--- src/hw/rtl/nslf_pkg.sv ---
// shared types, codes and helpers for the node safety latch machine
`timescale 1ns / 1ps
`default_nettype none

package nslf_pkg;

    // event kinds carried in tuser
    localparam logic [2:0] OP_TICK      = 3'd0;
    localparam logic [2:0] OP_BEAT      = 3'd1;
    localparam logic [2:0] OP_ESTOP     = 3'd2;
    localparam logic [2:0] OP_CLEAR     = 3'd3;
    localparam logic [2:0] OP_COMMAND   = 3'd4;
    localparam logic [2:0] OP_MODE_REQ  = 3'd5;
    localparam logic [2:0] OP_BUS_DOWN  = 3'd6;

    // external mode encoding
    localparam logic [2:0] MODE_CODE_BOOT        = 3'd0;
    localparam logic [2:0] MODE_CODE_STANDBY     = 3'd1;
    localparam logic [2:0] MODE_CODE_OPERATIONAL = 3'd2;
    localparam logic [2:0] MODE_CODE_PASSIVE     = 3'd3;
    localparam logic [2:0] MODE_CODE_ESTOP       = 3'd4;
    localparam logic [2:0] MODE_CODE_FAULT       = 3'd5;

    // transition causes
    localparam logic [7:0] CAUSE_NONE      = 8'd0;
    localparam logic [7:0] CAUSE_OPERATOR  = 8'd1;
    localparam logic [7:0] CAUSE_SOFTWARE  = 8'd2;
    localparam logic [7:0] CAUSE_COMM_LOSS = 8'd3;

    // configuration register indexes
    localparam logic [2:0] REG_HB_TIMEOUT    = 3'd0;
    localparam logic [2:0] REG_STALE_TIME    = 3'd1;
    localparam logic [2:0] REG_ESTOP_REARM   = 3'd2;
    localparam logic [2:0] REG_PASSIVE_REARM = 3'd3;
    localparam logic [2:0] REG_CLEAR_KEY     = 3'd4;

    typedef enum logic [5:0] {
        MODE_BOOT        = 6'b000001,
        MODE_STANDBY     = 6'b000010,
        MODE_OPERATIONAL = 6'b000100,
        MODE_PASSIVE     = 6'b001000,
        MODE_ESTOP       = 6'b010000,
        MODE_FAULT       = 6'b100000
    } mode_t;

    typedef struct packed {
        logic [23:0] hb_timeout;
        logic [23:0] stale_time;
        logic [23:0] estop_rearm;
        logic [23:0] passive_rearm;
        logic [31:0] clear_key;
    } cfg_t;

    typedef struct packed {
        logic [2:0]  op;
        logic [31:0] now_time;
        logic [15:0] beat_sequence;
        logic        beat_latched;
        logic [7:0]  stop_cause;
        logic [31:0] clear_word;
        logic [31:0] clear_count;
        logic [2:0]  wanted_mode;
    } item_t;

    typedef struct packed {
        logic [2:0] mode;
        logic       changed;
        logic [2:0] prior_mode;
        logic [7:0] transition_cause;
        logic       clear_accepted;
        logic       command_fresh;
    } result_t;

    function automatic logic [2:0] mode_code(input mode_t m);
        logic [2:0] code;
        case (m)
            MODE_BOOT:        code = MODE_CODE_BOOT;
            MODE_STANDBY:     code = MODE_CODE_STANDBY;
            MODE_OPERATIONAL: code = MODE_CODE_OPERATIONAL;
            MODE_PASSIVE:     code = MODE_CODE_PASSIVE;
            MODE_ESTOP:       code = MODE_CODE_ESTOP;
            MODE_FAULT:       code = MODE_CODE_FAULT;
            default:          code = MODE_CODE_BOOT;
        endcase
        return code;
    endfunction

    // wrap-safe elapsed time, read as signed
    function automatic logic signed [31:0] elapsed(input logic [31:0] later,
                                                   input logic [31:0] earlier);
        return $signed(later - earlier);
    endfunction

    function automatic logic signed [31:0] widen24(input logic [23:0] v);
        return $signed({8'd0, v});
    endfunction

endpackage

`default_nettype wire

--- src/hw/rtl/nslf_cfg_regs.sv ---
// configuration register bank
`timescale 1ns / 1ps
`default_nettype none

module nslf_cfg_regs (
    input  wire logic          clk,
    input  wire logic          rst_n,
    input  wire logic          wr_en,
    input  wire logic [2:0]    wr_index,
    input  wire logic [31:0]   wr_data,
    output nslf_pkg::cfg_t     cfg
);
    import nslf_pkg::*;

    cfg_t cfg_reg;
    cfg_t cfg_next;

    always_comb
    begin
        cfg_next = cfg_reg;
        if (wr_en)
        begin
            case (wr_index)
                REG_HB_TIMEOUT:    cfg_next.hb_timeout    = wr_data[23:0];
                REG_STALE_TIME:    cfg_next.stale_time    = wr_data[23:0];
                REG_ESTOP_REARM:   cfg_next.estop_rearm   = wr_data[23:0];
                REG_PASSIVE_REARM: cfg_next.passive_rearm = wr_data[23:0];
                REG_CLEAR_KEY:     cfg_next.clear_key     = wr_data;
                default:           cfg_next = cfg_reg;
            endcase
        end
    end

    always_ff @(posedge clk or negedge rst_n)
    begin
        if (!rst_n)
        begin
            cfg_reg.hb_timeout    <= 24'd100;
            cfg_reg.stale_time    <= 24'd200;
            cfg_reg.estop_rearm   <= 24'd2000;
            cfg_reg.passive_rearm <= 24'd1000;
            cfg_reg.clear_key     <= 32'd0;
        end
        else
        begin
            cfg_reg <= cfg_next;
        end
    end

    assign cfg = cfg_reg;

endmodule

`default_nettype wire

--- src/hw/rtl/nslf_engine.sv ---
// mode state, liveness tracking and per-event result logic
`timescale 1ns / 1ps
`default_nettype none

module nslf_engine (
    input  wire logic            clk,
    input  wire logic            rst_n,
    input  wire logic            fire,
    input  nslf_pkg::item_t      item,
    input  nslf_pkg::cfg_t       cfg,
    output nslf_pkg::result_t    result
);
    import nslf_pkg::*;

    mode_t       mode_reg,        mode_next;
    logic [7:0]  cause_reg,       cause_next;
    logic [15:0] beat_seq_reg,    beat_seq_next;
    logic [31:0] beat_time_reg,   beat_time_next;
    logic [31:0] streak_reg,      streak_next;
    logic [31:0] cmd_time_reg,    cmd_time_next;
    logic        cmd_seen_reg,    cmd_seen_next;
    logic [31:0] clear_count_reg, clear_count_next;
    logic        beat_valid_reg,  beat_valid_next;
    logic        want_run_reg,    want_run_next;

    logic signed [31:0] beat_age;
    logic signed [31:0] streak_len;
    logic signed [31:0] cmd_age;
    logic signed [31:0] cmd_lead;
    logic signed [31:0] fresh_age;
    logic               link_ok;
    logic               beat_gap;
    logic               cmd_fresh_now;
    logic               cmd_in_streak;
    logic               estop_blocked;
    logic               estop_req;
    logic [7:0]         stop_code;
    logic               changed;
    logic [7:0]         ev_cause;
    logic               accepted;

    assign beat_age      = elapsed(item.now_time, beat_time_reg);
    assign streak_len    = beat_valid_reg ? elapsed(item.now_time, streak_reg) : 32'sd0;
    assign cmd_age       = elapsed(item.now_time, cmd_time_reg);
    assign cmd_lead      = elapsed(cmd_time_reg, streak_reg);
    assign link_ok       = beat_valid_reg && (beat_age <= widen24(cfg.hb_timeout));
    assign beat_gap      = beat_age > widen24(cfg.hb_timeout);
    assign cmd_fresh_now = cmd_seen_reg && (cmd_age < widen24(cfg.stale_time));
    // command must not predate the current streak
    assign cmd_in_streak = !cmd_lead[31];
    assign estop_blocked = (mode_reg == MODE_ESTOP) && (cause_reg != CAUSE_NONE);

    always_comb
    begin
        mode_next        = mode_reg;
        cause_next       = cause_reg;
        beat_seq_next    = beat_seq_reg;
        beat_time_next   = beat_time_reg;
        streak_next      = streak_reg;
        cmd_time_next    = cmd_time_reg;
        cmd_seen_next    = cmd_seen_reg;
        clear_count_next = clear_count_reg;
        beat_valid_next  = beat_valid_reg;
        want_run_next    = want_run_reg;
        changed          = 1'b0;
        ev_cause         = CAUSE_NONE;
        accepted         = 1'b0;
        estop_req        = 1'b0;
        stop_code        = CAUSE_OPERATOR;

        case (item.op)
            OP_TICK:
            begin
                case (mode_reg)
                    MODE_BOOT:
                    begin
                        mode_next = MODE_STANDBY;
                        changed   = 1'b1;
                    end
                    MODE_ESTOP:
                    begin
                        if (cause_reg == CAUSE_NONE && link_ok &&
                            streak_len >= widen24(cfg.estop_rearm))
                        begin
                            mode_next = MODE_STANDBY;
                            changed   = 1'b1;
                        end
                    end
                    MODE_OPERATIONAL:
                    begin
                        if (!link_ok)
                        begin
                            mode_next = MODE_PASSIVE;
                            changed   = 1'b1;
                            ev_cause  = CAUSE_COMM_LOSS;
                        end
                    end
                    MODE_STANDBY:
                    begin
                        if (want_run_reg && link_ok)
                        begin
                            mode_next = MODE_OPERATIONAL;
                            changed   = 1'b1;
                        end
                    end
                    MODE_PASSIVE:
                    begin
                        if (want_run_reg && link_ok &&
                            streak_len >= widen24(cfg.passive_rearm) &&
                            cmd_seen_reg && cmd_in_streak && cmd_fresh_now)
                        begin
                            mode_next = MODE_OPERATIONAL;
                            changed   = 1'b1;
                        end
                    end
                    default:
                    begin
                        mode_next = mode_reg;
                    end
                endcase
            end
            OP_BEAT:
            begin
                // duplicate sequence numbers are dropped, latch flag included
                if (!(beat_valid_reg && item.beat_sequence == beat_seq_reg))
                begin
                    if (!beat_valid_reg || beat_gap)
                    begin
                        streak_next = item.now_time;
                    end
                    beat_valid_next = 1'b1;
                    beat_time_next  = item.now_time;
                    beat_seq_next   = item.beat_sequence;
                    estop_req       = item.beat_latched;
                    stop_code       = CAUSE_OPERATOR;
                end
            end
            OP_ESTOP:
            begin
                estop_req = 1'b1;
                stop_code = (item.stop_cause != CAUSE_NONE) ? item.stop_cause
                                                            : CAUSE_SOFTWARE;
            end
            OP_CLEAR:
            begin
                if (item.clear_word == cfg.clear_key &&
                    item.clear_count > clear_count_reg)
                begin
                    accepted         = 1'b1;
                    clear_count_next = item.clear_count;
                    if (mode_reg == MODE_ESTOP)
                    begin
                        cause_next = CAUSE_NONE;
                    end
                end
            end
            OP_COMMAND:
            begin
                cmd_time_next = item.now_time;
                cmd_seen_next = 1'b1;
            end
            OP_MODE_REQ:
            begin
                case (item.wanted_mode)
                    MODE_CODE_OPERATIONAL:
                    begin
                        want_run_next = 1'b1;
                    end
                    MODE_CODE_STANDBY:
                    begin
                        want_run_next = 1'b0;
                        if (mode_reg == MODE_OPERATIONAL || mode_reg == MODE_PASSIVE)
                        begin
                            mode_next = MODE_STANDBY;
                            changed   = 1'b1;
                        end
                    end
                    MODE_CODE_PASSIVE:
                    begin
                        want_run_next = 1'b0;
                        if (mode_reg == MODE_OPERATIONAL || mode_reg == MODE_STANDBY)
                        begin
                            mode_next = MODE_PASSIVE;
                            changed   = 1'b1;
                        end
                    end
                    MODE_CODE_ESTOP:
                    begin
                        estop_req = 1'b1;
                        stop_code = CAUSE_OPERATOR;
                    end
                    default:
                    begin
                        want_run_next = want_run_reg;
                    end
                endcase
            end
            OP_BUS_DOWN:
            begin
                beat_valid_next = 1'b0;
                if (mode_reg == MODE_OPERATIONAL)
                begin
                    mode_next = MODE_PASSIVE;
                    changed   = 1'b1;
                    ev_cause  = CAUSE_COMM_LOSS;
                end
            end
            default:
            begin
                mode_next = mode_reg;
            end
        endcase

        // latching stop; a cleared stop relatches without a transition
        if (estop_req && !estop_blocked)
        begin
            cause_next    = stop_code;
            want_run_next = 1'b0;
            if (mode_reg != MODE_ESTOP)
            begin
                mode_next = MODE_ESTOP;
                changed   = 1'b1;
                ev_cause  = stop_code;
            end
        end
    end

    // freshness is judged on the state the event leaves behind
    assign fresh_age = elapsed(item.now_time, cmd_time_next);

    always_comb
    begin
        result.mode             = mode_code(mode_next);
        result.changed          = changed;
        result.prior_mode       = mode_code(mode_reg);
        result.transition_cause = changed ? ev_cause : CAUSE_NONE;
        result.clear_accepted   = accepted;
        result.command_fresh    = cmd_seen_next && (fresh_age < widen24(cfg.stale_time));
    end

    always_ff @(posedge clk or negedge rst_n)
    begin
        if (!rst_n)
        begin
            mode_reg        <= MODE_BOOT;
            cause_reg       <= CAUSE_NONE;
            beat_seq_reg    <= 16'd0;
            beat_time_reg   <= 32'd0;
            streak_reg      <= 32'd0;
            cmd_time_reg    <= 32'd0;
            cmd_seen_reg    <= 1'b0;
            clear_count_reg <= 32'd0;
            beat_valid_reg  <= 1'b0;
            want_run_reg    <= 1'b0;
        end
        else if (fire)
        begin
            mode_reg        <= mode_next;
            cause_reg       <= cause_next;
            beat_seq_reg    <= beat_seq_next;
            beat_time_reg   <= beat_time_next;
            streak_reg      <= streak_next;
            cmd_time_reg    <= cmd_time_next;
            cmd_seen_reg    <= cmd_seen_next;
            clear_count_reg <= clear_count_next;
            beat_valid_reg  <= beat_valid_next;
            want_run_reg    <= want_run_next;
        end
    end

endmodule

`default_nettype wire

--- src/hw/rtl/node_safety_latch_fsm.sv ---
// top level: input register, event engine, result register and config port
//
// channel   dir  handshake          payload
// s_*       in   s_tvalid/s_tready  s_tuser op, s_tdata event fields
// m_*       out  m_tvalid/m_tready  m_tdata result fields
// cfg_*     in   cfg_valid/cfg_ready cfg_index, cfg_data
//
// one event per clock sustained while m_tready stays high; a result follows its
// transaction through the input register and then the result register
// the whole event is resolved by one pass of logic on the mode state
// reset (rst_n low, asynchronous) returns to boot mode with default config
// a stalled result holds in the result register while the next event waits
// in the input register; s_tready drops only when both are full
`timescale 1ns / 1ps
`default_nettype none

module node_safety_latch_fsm (
    input  wire logic         clk,
    input  wire logic         rst_n,
    input  wire logic         s_tvalid,
    output wire logic         s_tready,
    // now_time[31:0], beat_sequence[47:32], beat_latched[48], stop_cause[56:49],
    // clear_word[88:57], clear_count[120:89], wanted_mode[123:121], zero[127:124]
    input  wire logic [127:0] s_tdata,
    // op[2:0]
    input  wire logic [2:0]   s_tuser,
    output wire logic         m_tvalid,
    input  wire logic         m_tready,
    // mode[2:0], changed[3], prior_mode[6:4], transition_cause[14:7],
    // clear_accepted[15], command_fresh[16], zero[23:17]
    output wire logic [23:0]  m_tdata,
    input  wire logic         cfg_valid,
    output wire logic         cfg_ready,
    input  wire logic [2:0]   cfg_index,
    input  wire logic [31:0]  cfg_data
);
    import nslf_pkg::*;

    logic    in_valid_reg, in_valid_next;
    item_t   in_reg;
    logic    out_valid_reg, out_valid_next;
    result_t out_reg;
    result_t result;
    cfg_t    cfg;
    logic    advance;
    logic    s_fire;

    assign advance  = in_valid_reg && (!out_valid_reg || m_tready);
    assign s_tready = !in_valid_reg || advance;
    assign s_fire   = s_tvalid && s_tready;
    assign cfg_ready = 1'b1;

    nslf_cfg_regs u_cfg (
        .clk      (clk),
        .rst_n    (rst_n),
        .wr_en    (cfg_valid),
        .wr_index (cfg_index),
        .wr_data  (cfg_data),
        .cfg      (cfg)
    );

    nslf_engine u_engine (
        .clk    (clk),
        .rst_n  (rst_n),
        .fire   (advance),
        .item   (in_reg),
        .cfg    (cfg),
        .result (result)
    );

    always_comb
    begin
        in_valid_next = in_valid_reg;
        if (s_fire)
        begin
            in_valid_next = 1'b1;
        end
        else if (advance)
        begin
            in_valid_next = 1'b0;
        end

        out_valid_next = out_valid_reg;
        if (advance)
        begin
            out_valid_next = 1'b1;
        end
        else if (m_tready)
        begin
            out_valid_next = 1'b0;
        end
    end

    always_ff @(posedge clk or negedge rst_n)
    begin
        if (!rst_n)
        begin
            in_valid_reg  <= 1'b0;
            out_valid_reg <= 1'b0;
        end
        else
        begin
            in_valid_reg  <= in_valid_next;
            out_valid_reg <= out_valid_next;
        end
    end

    always_ff @(posedge clk)
    begin
        if (s_fire)
        begin
            in_reg.op            <= s_tuser;
            in_reg.now_time      <= s_tdata[31:0];
            in_reg.beat_sequence <= s_tdata[47:32];
            in_reg.beat_latched  <= s_tdata[48];
            in_reg.stop_cause    <= s_tdata[56:49];
            in_reg.clear_word    <= s_tdata[88:57];
            in_reg.clear_count   <= s_tdata[120:89];
            in_reg.wanted_mode   <= s_tdata[123:121];
        end
        if (advance)
        begin
            out_reg <= result;
        end
    end

    assign m_tvalid = out_valid_reg;
    assign m_tdata  = {7'd0, out_reg.command_fresh, out_reg.clear_accepted,
                       out_reg.transition_cause, out_reg.prior_mode,
                       out_reg.changed, out_reg.mode};

    // a processed event always lands in the result register
    assert property (@(posedge clk) disable iff (!rst_n)
        advance |=> m_tvalid)
        else $error("processed event did not produce a result");

    // a reported transition really changes the mode
    assert property (@(posedge clk) disable iff (!rst_n)
        (m_tvalid && out_reg.changed) |-> (out_reg.mode != out_reg.prior_mode))
        else $error("transition reported without a mode change");

    // without a transition the prior mode is the mode and no cause is given
    assert property (@(posedge clk) disable iff (!rst_n)
        (m_tvalid && !out_reg.changed) |->
            (out_reg.mode == out_reg.prior_mode &&
             out_reg.transition_cause == CAUSE_NONE))
        else $error("idle result carries transition data");

    // input register never overruns while the result side is stalled
    assert property (@(posedge clk) disable iff (!rst_n)
        (in_valid_reg && out_valid_reg && !m_tready) |-> !s_tready)
        else $error("input accepted while both stages are full");

endmodule

`default_nettype wire
--- config.mk ---
export PLATFORM = sky130hd
export DESIGN_NAME = node_safety_latch_fsm
export DESIGN_NICKNAME = d
export VERILOG_FILES = /design/src/hw/rtl/nslf_pkg.sv /design/src/hw/rtl/nslf_cfg_regs.sv /design/src/hw/rtl/nslf_engine.sv /design/src/hw/rtl/node_safety_latch_fsm.sv
export SDC_FILE = /design/constraint.sdc
export NUM_CORES = 1
export LEC_CHECK = 0
export ABC_AREA = 1
export BUFFER_PORTS_ARGS = -buffer_cell sky130_fd_sc_hd__buf_4
export CAP_MARGIN = 0
export CORE_MARGIN = 10
export CORE_UTILIZATION = 45
export DETAILED_ROUTE_END_ITERATION = 8
export SLEW_MARGIN = 5
export SYNTH_ARGS = -nofsm -noshare
export SYNTH_HDL_FRONTEND = slang
export SYNTH_SLANG_ARGS = --single-unit
--- constraint.sdc ---
create_clock -name clk -period 10.85 [get_ports clk]
set_input_delay 2.17 -clock clk [delete_from_list [all_inputs] [get_ports clk]]
set_output_delay 2.17 -clock clk [all_outputs]
set_load 0.005 [all_outputs]
# Word-level counts from Yosys, hierarchy flattened
# Cells that the tools add are included.
# totals
ff_bits	435
latchBits	0
mem_bits_rw	0
mem_bits_ro	0
wordCells	178
n_memories	0
# op_classes
n_addsub	5
mul	0
div_mod_pow	0
order_cmp	7
n_eq_ne	29
shifts	0
n_mux	54
bitwise	1
n_reduce_logical	51
# ops
cell	n
subtractor 32 bit	5
2-to-1 mux 8 bit	9
greater-or-equal comparator 32 x 25 -> 1 bit	2
less-than comparator 32 x 25 -> 1 bit	2
2-to-1 mux 32 bit	2
2-to-1 mux 6 bit	9
== test 32 bit	1
greater-than comparator 32 x 25 -> 1 bit	1
greater-than comparator 32 bit	1
less-or-equal comparator 32 x 25 -> 1 bit	1
one-hot mux 3 bit (5 select lines)	2
one-hot mux 6 bit (5 select lines)	1
2-to-1 mux 1 bit	20
== test 3 x 2 -> 1 bit (second input constant)	6
one-hot mux 6 bit (3 select lines)	1
== test 16 bit	1
logical AND 1 bit	16
one-hot mux 8 bit (2 select lines)	1
nonzero test 8 bit	2
== test 3 bit (second input constant)	5
nonzero test 2 bit	7
== test 6 x 2 -> 1 bit (second input constant)	2
== test 6 x 3 -> 1 bit (second input constant)	2
== test 6 x 4 -> 1 bit (second input constant)	2
other kinds (21)	46

# Logic depth before layout (Yosys ltp)
# logic_depth
ltp_word	15
depth_mapped	36
mapped_depth_nobuf	36

# Hierarchy
# A second synthesis with hierarchy kept.
# hier_totals
cells_unflattened	3810
hier_area_um2	29549.6
# by_module_without_submodules
mod	n_inst	cells_per_inst	area_per_inst_um2	seq_area_each_um2
nslf_engine	1	3079	19972.9	4030.1
nslf_cfg_regs	1	565	5089.9	3225.6
node_safety_latch_fsm	1	166	4486.8	4374.2

# Worst setup path after synthesis
# No wires, ideal clock.
# synth_path
path_kind	input -> register
startpoint	in m_tready
endpoint	reg in_reg[0] (netlist name) (enable)
setup_ps	480
arrival_time_ps	4860
t_required_ps	10370
setup_slack_ps	5509
path_stages	4
n_path_buf	0
cell_sequence	inv_1 nand3_1 nand2_1 inv_1
# synth_between
elab_chain_len	4
# synth_lines
element	line_no	rtl
from (decl)	node_safety_latch_fsm.sv:28	input wire logic m_tready,
logical OR 1 bit	node_safety_latch_fsm.sv:48	assign advance = in_valid_reg && (!out_valid_reg || m_tready);
logical AND 1 bit	node_safety_latch_fsm.sv:48	
logical OR 1 bit	node_safety_latch_fsm.sv:49	assign s_tready = !in_valid_reg || advance;
named net s_tready	node_safety_latch_fsm.sv:21	output wire logic s_tready,
logical AND 1 bit	node_safety_latch_fsm.sv:50	assign s_fire = s_tvalid && s_tready;
to (decl)	node_safety_latch_fsm.sv:40	item_t in_reg;
# The timed path passes the listed nets, and every way through them passes these cells.
# A chain may end at the register's enable or synchronous reset.

==> results.sh <==
export IMPL_outcome="finished, final reports clean"
export IMPL_h_tree_depth=2
export IMPL_synthArstFlopShare_pct=66.9
export IMPL_drt_pre_antenna_iters=6
export IMPL_wl_um=80600
export IMPL_maxSlewHeadroom_pct=20.5
export IMPL_whs_ns=0.481
export IMPL_fin_crit_sh_pct=55.4
export IMPL_hold_path_class="reg -> reg"
export IMPL_critPathRequiredTime_ns=11.26
export IMPL_layout_nets=4301
export IMPL_routedWlPerCell_um=17.1
export IMPL_avgSynthCellArea_sq_um=7.92
export IMPL_final_cell_mix="nand2_1 (912), inv_1 (537), o21ai_0 (358), ha_1 (304), dfrtp_1 (272)"
export IMPL_area_growth_syn_to_layout_pct=13.9
export IMPL_rr_worst_depth=28
export IMPL_place_congestion=0.943
export IMPL_cts_sinks=435
export IMPL_detail_route_antenna_nets=0
export IMPL_final_common_cell="nand2_1"
export IMPL_p_total_mw=8.47
export IMPL_period_needed_ns=6.01
export IMPL_r2r_slack_ns=4.84
export IMPL_worstSetupEndpointType="flip-flop"
export IMPL_post_cts_resized=0
export IMPL_first_iter_violations=1560
export IMPL_switching_share_pct=44.3
export IMPL_synth_edf_count=144
export IMPL_clkTransAtPathRegs_ns=0.06
export IMPL_fin_cells=4711
export IMPL_place_inst=4616
export IMPL_path_max_fanout=64
export IMPL_power_per_cell_area_nw_per_um2=258
export IMPL_numCtsBuffers=50
export IMPL_yosys_register_bits=435
export IMPL_cts_root_buf="clkbuf_16"
export IMPL_synth_flop_cell="dfrtp_1"
export IMPL_io_pins=198
export IMPL_portBuffers=185
export IMPL_finalHoldViolCount=0
export IMPL_grt_pass1_wl_um=127000
export IMPL_fmax_mhz=166
export IMPL_fin_skew_ns=0.0483
export IMPL_path_common_cell="o21ai_1"
export IMPL_setup_viol=0
export IMPL_drive_above_1_share_pct=9.63
export IMPL_comb_power_share_pct=52.6
export IMPL_start_util_pct=45.6
export IMPL_viasPerCell=5.13
export IMPL_antenna_found_initial=1
export IMPL_rsz0062_at_grt="false"
export IMPL_die_area_sq_um=74600
export IMPL_final_core_util_pct=51.9
export IMPL_clock_path_buffers=3
export IMPL_cpPeakStageDelay_ns=0.47
export IMPL_drc=0
export IMPL_num_vias=24200
export IMPL_cts_setup_buffers=0
export IMPL_worstMarginPinSlew_ns=1.18
export IMPL_cp_arrival_ns=6.42
export IMPL_start_kind="flip-flop"
export IMPL_sequentialPowerShare_pct=27.0
export IMPL_ir_drop_mv=0.148
export IMPL_largest_register_ffs=128
export IMPL_intPower_mw=4.71
export IMPL_pwr_share_clk_pct=20.4
export IMPL_yosysSeqAreaShare_pct=40.4
export IMPL_globalRouteTotalUtil_pct=21.4
export IMPL_min_delay_path_depth=2
export IMPL_ys_types=61
export IMPL_fin_setup_tns_ns=0
export IMPL_cts_tree="built"
export IMPL_p_leak_nw=16.3
export IMPL_clock_latency_ns=0.62
export IMPL_die_w_um=273
export IMPL_timing_worst_setup_path_type="reg -> reg"
export IMPL_cap_violations=0
export IMPL_synthCells=3638
export IMPL_syn_area_sq_um=28800
export IMPL_critPathSlowestCell="edfxtp_1"
export IMPL_fillers=6136
export IMPL_switchingPower_mw=3.75
export IMPL_grt_start_max_net_pins=107
export IMPL_grt_overflow=0
export IMPL_finalMaxSlewViolations=0
export IMPL_yosysWarnings=0
export IMPL_hpwl_um=63900
export IMPL_die_h_um=273
export IMPL_first_global_vias=23900
export IMPL_core_area_sq_um=63200
export IMPL_postCtsHoldBufs=0
export IMPL_rows=92
==> path summary, 6_finish.rpt <==
kind | from | end
worst max-delay path | in_reg[124]$_DFFE_PP_ | m_tdata[16]$_DFFE_PP_
worst min-delay path | u_cfg.cfg[95]$_DFFE_PN0P_ | u_cfg.cfg[95]$_DFFE_PN0P_
worst max register to register | in_reg[124]$_DFFE_PP_ | m_tdata[16]$_DFFE_PP_
worst min register to register | u_cfg.cfg[95]$_DFFE_PN0P_ | u_cfg.cfg[95]$_DFFE_PN0P_
max in group asynchronous | rst_n | u_engine.cmd_time_reg[29]$_DFFE_PN0P_
min in group asynchronous | rst_n | u_engine.clear_count_reg[25]$_DFFE_PN0P_
==> power groups by stage <==
stage               Clock (mW)  Sequential (mW)  Combinational, mW
floorplan                    0             2.24               3.31
global placement             0             2.31               4.38
detailed placement           0             2.32               4.43
CTS                       1.77             2.29               4.46
global route              1.83             2.33               5.12
finish                    1.72             2.29               4.45
==> through the flow <==
stage / setup slack (ns) / cell area (sq um)
6_report: 4.84 / 32800
5_1_grt: 4.20 / 32800
2_1_floorplan: 5.51 / 28800
3_5_place_dp: 4.85 / 31100
3_3_place_gp: 4.89 / 31100
4_1_cts: 4.77 / 32800
==> per-layer routing <==
metal / track usage [%] / up-vias / part of all wire (%)
met4: 7.39 / 0 / 3.3
met5: 0 / - / 0
met2: 36.4 / 509 / 47
met1: 27.6 / 11100 / 45
li1: - / 12400 / -
met3: 2.75 / 136 / 4.6
==> cell families (layout without fill, tap and decap cells) <==
kind of cell               after synthesis  count (layout)  share of synthesized area [%]
AOI/OAI and AO/OA                      747             747                           14.1
xor gates and xnor gates               111             111                           3.37
adders and majority gates              308             308                           13.5
buffers and inverters                  619             839                           8.19
DFF                                    435             435                           40.4
muxes                                    8               8                          0.313
other                                    2               9                         0.0261
and+or+nand+nor                       1408            1408                           20.2
==> area by class of cell <==
class                   count  area [sq um]  share of cell area, %
diodes                      1          2.50                0.00763
inverters                 545          2050                   6.25
flip-flops and latches    435         11600                   35.4
clock buffers              73          1470                   4.48
clock inverters            21           219                  0.667
repair buffers            200          1510                   4.60
multi-input cells        2590         14900                   45.3
well taps                 846          1060                   3.23
==> cells in the mapped netlist (49+ instances only) <==
cell type | count | area (sq um)
xor2_1 | 62 | 543
edfxtp_1 | 144 | 4320
dfrtp_1 | 272 | 6810
clkbuf_1 | 59 | 221
a21oi_1 | 264 | 1320
nand2_1 | 915 | 3430
xnor2_1 | 49 | 429
nor2_1 | 225 | 845
nand3_1 | 127 | 636
o21ai_0 | 358 | 1790
inv_1 | 538 | 2020
ha_1 | 304 | 3800
==> worst max-delay path, delay by kind of cell (launching register included) <==
family / cells / cell delay (ns)
buffers and inverters: 2 / 0.34
AOI/OAI and AO/OA: 13 / 2.85
and+or+nand+nor: 10 / 1.33
DFF: 1 / 0.47
xor gates and xnor gates: 1 / 0.15
adders and majority gates: 2 / 0.61
Power figures use the tool's default switching activity.
